--- config.mk ---
export PLATFORM = sky130hd
export DESIGN_NAME = vwf_dist
export DESIGN_NICKNAME = d
export VERILOG_FILES = /design/src/sv/vwf_pkg.sv /design/src/sv/vwf_dist.sv
export SDC_FILE = /design/constraint.sdc
export NUM_CORES = 1
export LEC_CHECK = 0
export BUFFER_PORTS_ARGS = -buffer_cell sky130_fd_sc_hd__buf_2
export CAP_MARGIN = 10
export CORE_AREA = 2 2 219 221
export DETAILED_ROUTE_END_ITERATION = 6
export DIE_AREA = 0 0 221 223
export PLACE_DENSITY_LB_ADDON = 0.05
export SETUP_SLACK_MARGIN = 0.2
export SLEW_MARGIN = 15
export SYNTH_ARGS = -nofsm -noshare
export SYNTH_HDL_FRONTEND = slang
export SYNTH_SLANG_ARGS = --single-unit
export TNS_END_PERCENT = 100
--- constraint.sdc ---
create_clock -name i_clk -period 15.7 [get_ports i_clk]
set_clock_uncertainty 0.1 [all_clocks]
set_input_delay 2.355 -clock i_clk [delete_from_list [all_inputs] [get_ports i_clk]]
set_output_delay 2.355 -clock i_clk [all_outputs]
set_load 0.02 [all_outputs]
--- src/sv/vwf_pkg.sv ---
package vwf_pkg;

    localparam int TableDepth = 256;
    localparam int IdxW       = $clog2(TableDepth);
    localparam int CntW       = IdxW + 1;

    localparam logic [1:0] KIND_NEW  = 2'd0;
    localparam logic [1:0] KIND_IDX  = 2'd1;
    localparam logic [1:0] KIND_FULL = 2'd2;

    localparam logic [1:0] REG_FAN_MODE  = 2'd0;
    localparam logic [1:0] REG_USE_NORM  = 2'd1;
    localparam logic [1:0] REG_USE_TEX   = 2'd2;
    localparam logic [1:0] REG_THRESHOLD = 2'd3;

    localparam logic [31:0] THRESHOLD_RESET = 32'd4295;

    typedef struct packed {
        logic signed [31:0] pos_x;
        logic signed [31:0] pos_y;
        logic signed [31:0] pos_z;
        logic signed [31:0] norm_x;
        logic signed [31:0] norm_y;
        logic signed [31:0] norm_z;
        logic signed [31:0] tex_u;
        logic signed [31:0] tex_v;
        logic               polygon_start;
        logic               batch_start;
    } t_in_item;

    typedef struct packed {
        logic [1:0] kind;
        logic [7:0] vertex_index;
        logic       last;
    } t_out_item;

    typedef enum logic [2:0] {
        ST_IDLE,
        ST_READ,
        ST_CMP,
        ST_DECIDE,
        ST_EMIT
    } t_state;

    // squared distance term of one component, saturated at 2^32
    function automatic logic [32:0] sq_term(input logic [31:0] a, input logic [31:0] b);
        logic signed [32:0] d;
        logic        [32:0] ad;
        logic        [31:0] p;
        begin
            d  = {a[31], a} - {b[31], b};
            ad = d[32] ? 33'(-d) : 33'(d);
            p  = 32'(ad[15:0]) * 32'(ad[15:0]);
            sq_term = (ad >= 33'd65536) ? 33'h1_0000_0000 : {1'b0, p};
        end
    endfunction

endpackage

--- src/sv/vwf_dist.sv ---
// One shared component unit: one squared term per cycle while enabled, accumulated per group.
module vwf_dist
    import vwf_pkg::*;
(
    input  logic        i_clk,
    input  logic        i_clear,
    input  logic        i_en,
    input  logic [31:0] i_a,
    input  logic [31:0] i_b,
    input  logic [31:0] i_threshold,
    output logic        o_le
);
    logic [34:0] r_sum;
    logic [34:0] n_sum;

    assign n_sum = r_sum + 35'(sq_term(i_a, i_b));

    always_ff @(posedge i_clk) begin
        if (i_clear) begin
            r_sum <= '0;
        end else if (i_en) begin
            r_sum <= n_sum;
        end
    end

    assign o_le = (n_sum <= 35'(i_threshold));
endmodule

==> flow_summary.ini <==
[status]
status = finished with violations
failed_checks = negative setup slack

[place]
gp_congestion = 0.829
io_buffers = 99
post-place-ws_ps = -965
hpwlAfterDp_um = 38000

[logic_synthesis]
synth.distinct_cells = 81
ys_ff_latch = 35
syn_nets = 2241
synthArstFlopShare = 0
synth_warnings = 0
ys_seq_area_frac = 0.0502
netlist_area_um2 = 14000
synth_ff_type = dfxtp_1
avgSynthCellArea_um2 = 7.83
synth_edf_count = 0
netlist_instances = 1783

[route]
wl_met3_um = 638
routed_wl_um = 43200
wl_met1_um = 20000
wl_met2_um = 22000
vias = 13400
drtPass1Iterations = 7
vias_per_cell = 4.68
topRoutingLayerUsed = met4
drt-wirelength-per-cell_um = 15.1
drc = 0
drt-initial-drc-count = 396
ant_nets = 0

[cts]
cts-root-buf = clkbuf_16
clockBufferDepth = 2
cts_tree = built
clkSinkCount = 35
cts_made_buffers = 5
insertion_delay_ps = 290
clkTransAtPathRegs_ps = 60
hold_buffers = 0
htree_num_levels = 2

[timing]
period_share = 1.01
rsz0062_at_grt = true
fmax_mhz = 63.3
finalSetupViolations = 1
fin_crit_ps = 15790
tightest_slew_ps = 1140
final_hold_viol_count = 0
tns_ps = -89.9
max-slew-margin-rel = 0.243
slew_violations = 0
setup_slack_ps = -89.9

[run]
drv_cap = 0

[grt]
grt_usage = 0.174
first_global_vias = 13900
grt-ovfl-total = 0
grt_antenna_before_repair = 0
grt_pass1_wl_um = 70200
grt_max_degree = 40

[setup_path]
r2r_slack_ps = 11500
critical_path_arrival_ps = 13330
crit_type = in2out
crit_path_start_kind = primary input
slowest_delay_ps = 520
critPathSlowestCell = fa_1
crit_path_end_kind = output port
crit_fanout = 8
worstPathRequired_ps = 13240

[layout]
final_nets = 2704
area.growth.synth_to_final_pct = 36.3
layout-drive-gt1-share = 0.293
nFillCells = 4939
register_area_um2 = 701
multiInputGateArea_um2 = 12500
top_regs = r_sum x35
largest_reg_flops = 35
largest_register = r_sum
antenna_cells = 0

[floorplanning]
rows = 80
die_h_um = 223
start_util = 0.296
fp.dieW_um = 221
pin_count = 100
floorplan.die_area_um2 = 49300
core-area_um2 = 47100

[min_path]
hp-class = reg2reg
## synth_stat cells (15+ instances only)
cell type / count / area, µm²
o21ai_0: 44 / 220
mux2i_1: 35 / 350
xor2_1: 42 / 368
nor2b_1: 20 / 125
a21oi_1: 103 / 515
nand3_1: 37 / 185
nand4_1: 23 / 144
a21o_1: 45 / 338
xnor2_1: 66 / 578
nor2_1: 181 / 679
and3_1: 16 / 100
clkbuf_1: 41 / 154
nor3_1: 49 / 245
inv_1: 327 / 1230
a211oi_1: 15 / 113
o21a_1: 21 / 158
ha_1: 197 / 2460
dfxtp_1: 35 / 701
nand2_1: 122 / 458
fa_1: 162 / 3240
## through the flow
stage | cell area [µm²] | hold slack, ps | util | instances
after floorplan | 14100 | 355 | - | 1783
after global placement | 17900 | 382 | 0.380 | 2809
final | 19000 | 406 | 0.404 | 2862
after detailed placement | 17900 | 395 | 0.380 | 2809
after global routing | 19000 | 433 | 0.404 | 2862
after CTS | 18900 | 411 | 0.401 | 2854
## layer usage
| layer | global-route usage | vias to the layer above |
|---|---|---|
| met5 | 0 | - |
| met4 | 0.0221 | 0 |
| met3 | 0.0115 | 27 |
| met2 | 0.321 | 108 |
| met1 | 0.227 | 6382 |
| li1 | - | 6870 |
## layout by cell type (no fill, tap or decap), drive strengths merged, types with 20 or more instances in the layout
| cell | synthesis | routed |
|---|---|---|
| nor2 | 181 | 181 |
| a21oi | 105 | 105 |
| o21ai | 50 | 50 |
| fa | 162 | 162 |
| nand4 | 23 | 23 |
| inv | 328 | 327 |
| o21a | 21 | 21 |
| xnor2 | 67 | 67 |
| nand2 | 122 | 122 |
| nand3 | 37 | 37 |
| buf | 10 | 507 |
| ha | 197 | 197 |
| a21o | 45 | 45 |
| mux2i | 35 | 35 |
| xor2 | 42 | 42 |
| nor3 | 49 | 49 |
| nor2b | 20 | 20 |
| dfxtp | 35 | 35 |
## final timing paths
| path | from | end | cells past startpoint |
|---|---|---|---|
| worst max-delay path | i_a[19] | o_le | 56 |
| worst min-delay path | r_sum[6] | r_sum[6] | 2 |
| worst max register to register | r_sum[0] | r_sum[34] | 19 |
| worst min register to register | r_sum[6] | r_sum[6] | 2 |
## layout make-up
type | instances | share of cell area
inverter | 332 | 0.0663
timing repair buffer | 507 | 0.191
clock inverter | 3 | 0.00230
tap | 615 | 0.0404
multi-input combinational | 1365 | 0.657
sequential | 35 | 0.0368
clock buffer | 5 | 0.00657
## critical path, delay by kind of cell
family | cells | cell delay (ps)
AOI/OAI and AO/OA | 19 | 3570
and+or+nand+nor | 11 | 1330
adders and majority gates | 10 | 4130
xor gates and xnor gates | 2 | 450
buffers and inverters | 14 | 1510
## kinds of logic (layout without fill, tap and decap cells)
family	after synthesis	count (layout)	synth area share
AO/OA/AOI/OAI	336	336	0.160
adder cells (fa/ha/maj)	360	360	0.409
XOR/XNOR	109	109	0.0689
AND/OR/NAND/NOR	523	523	0.181
flip-flops	35	35	0.0502
buffers and inverters	383	847	0.104
multiplexers	37	37	0.0267
## timing repair
action	4_1_cts	5_1_grt
hold endpoints to repair	0	0
gates resized for setup	115	17
pin swaps	95	29
endpoints found under the setup margin	1	1
buffers inserted	37	8
Power is not shown: default switching activity piles up to over one toggle a cycle in this logic, so the estimate is an artifact.
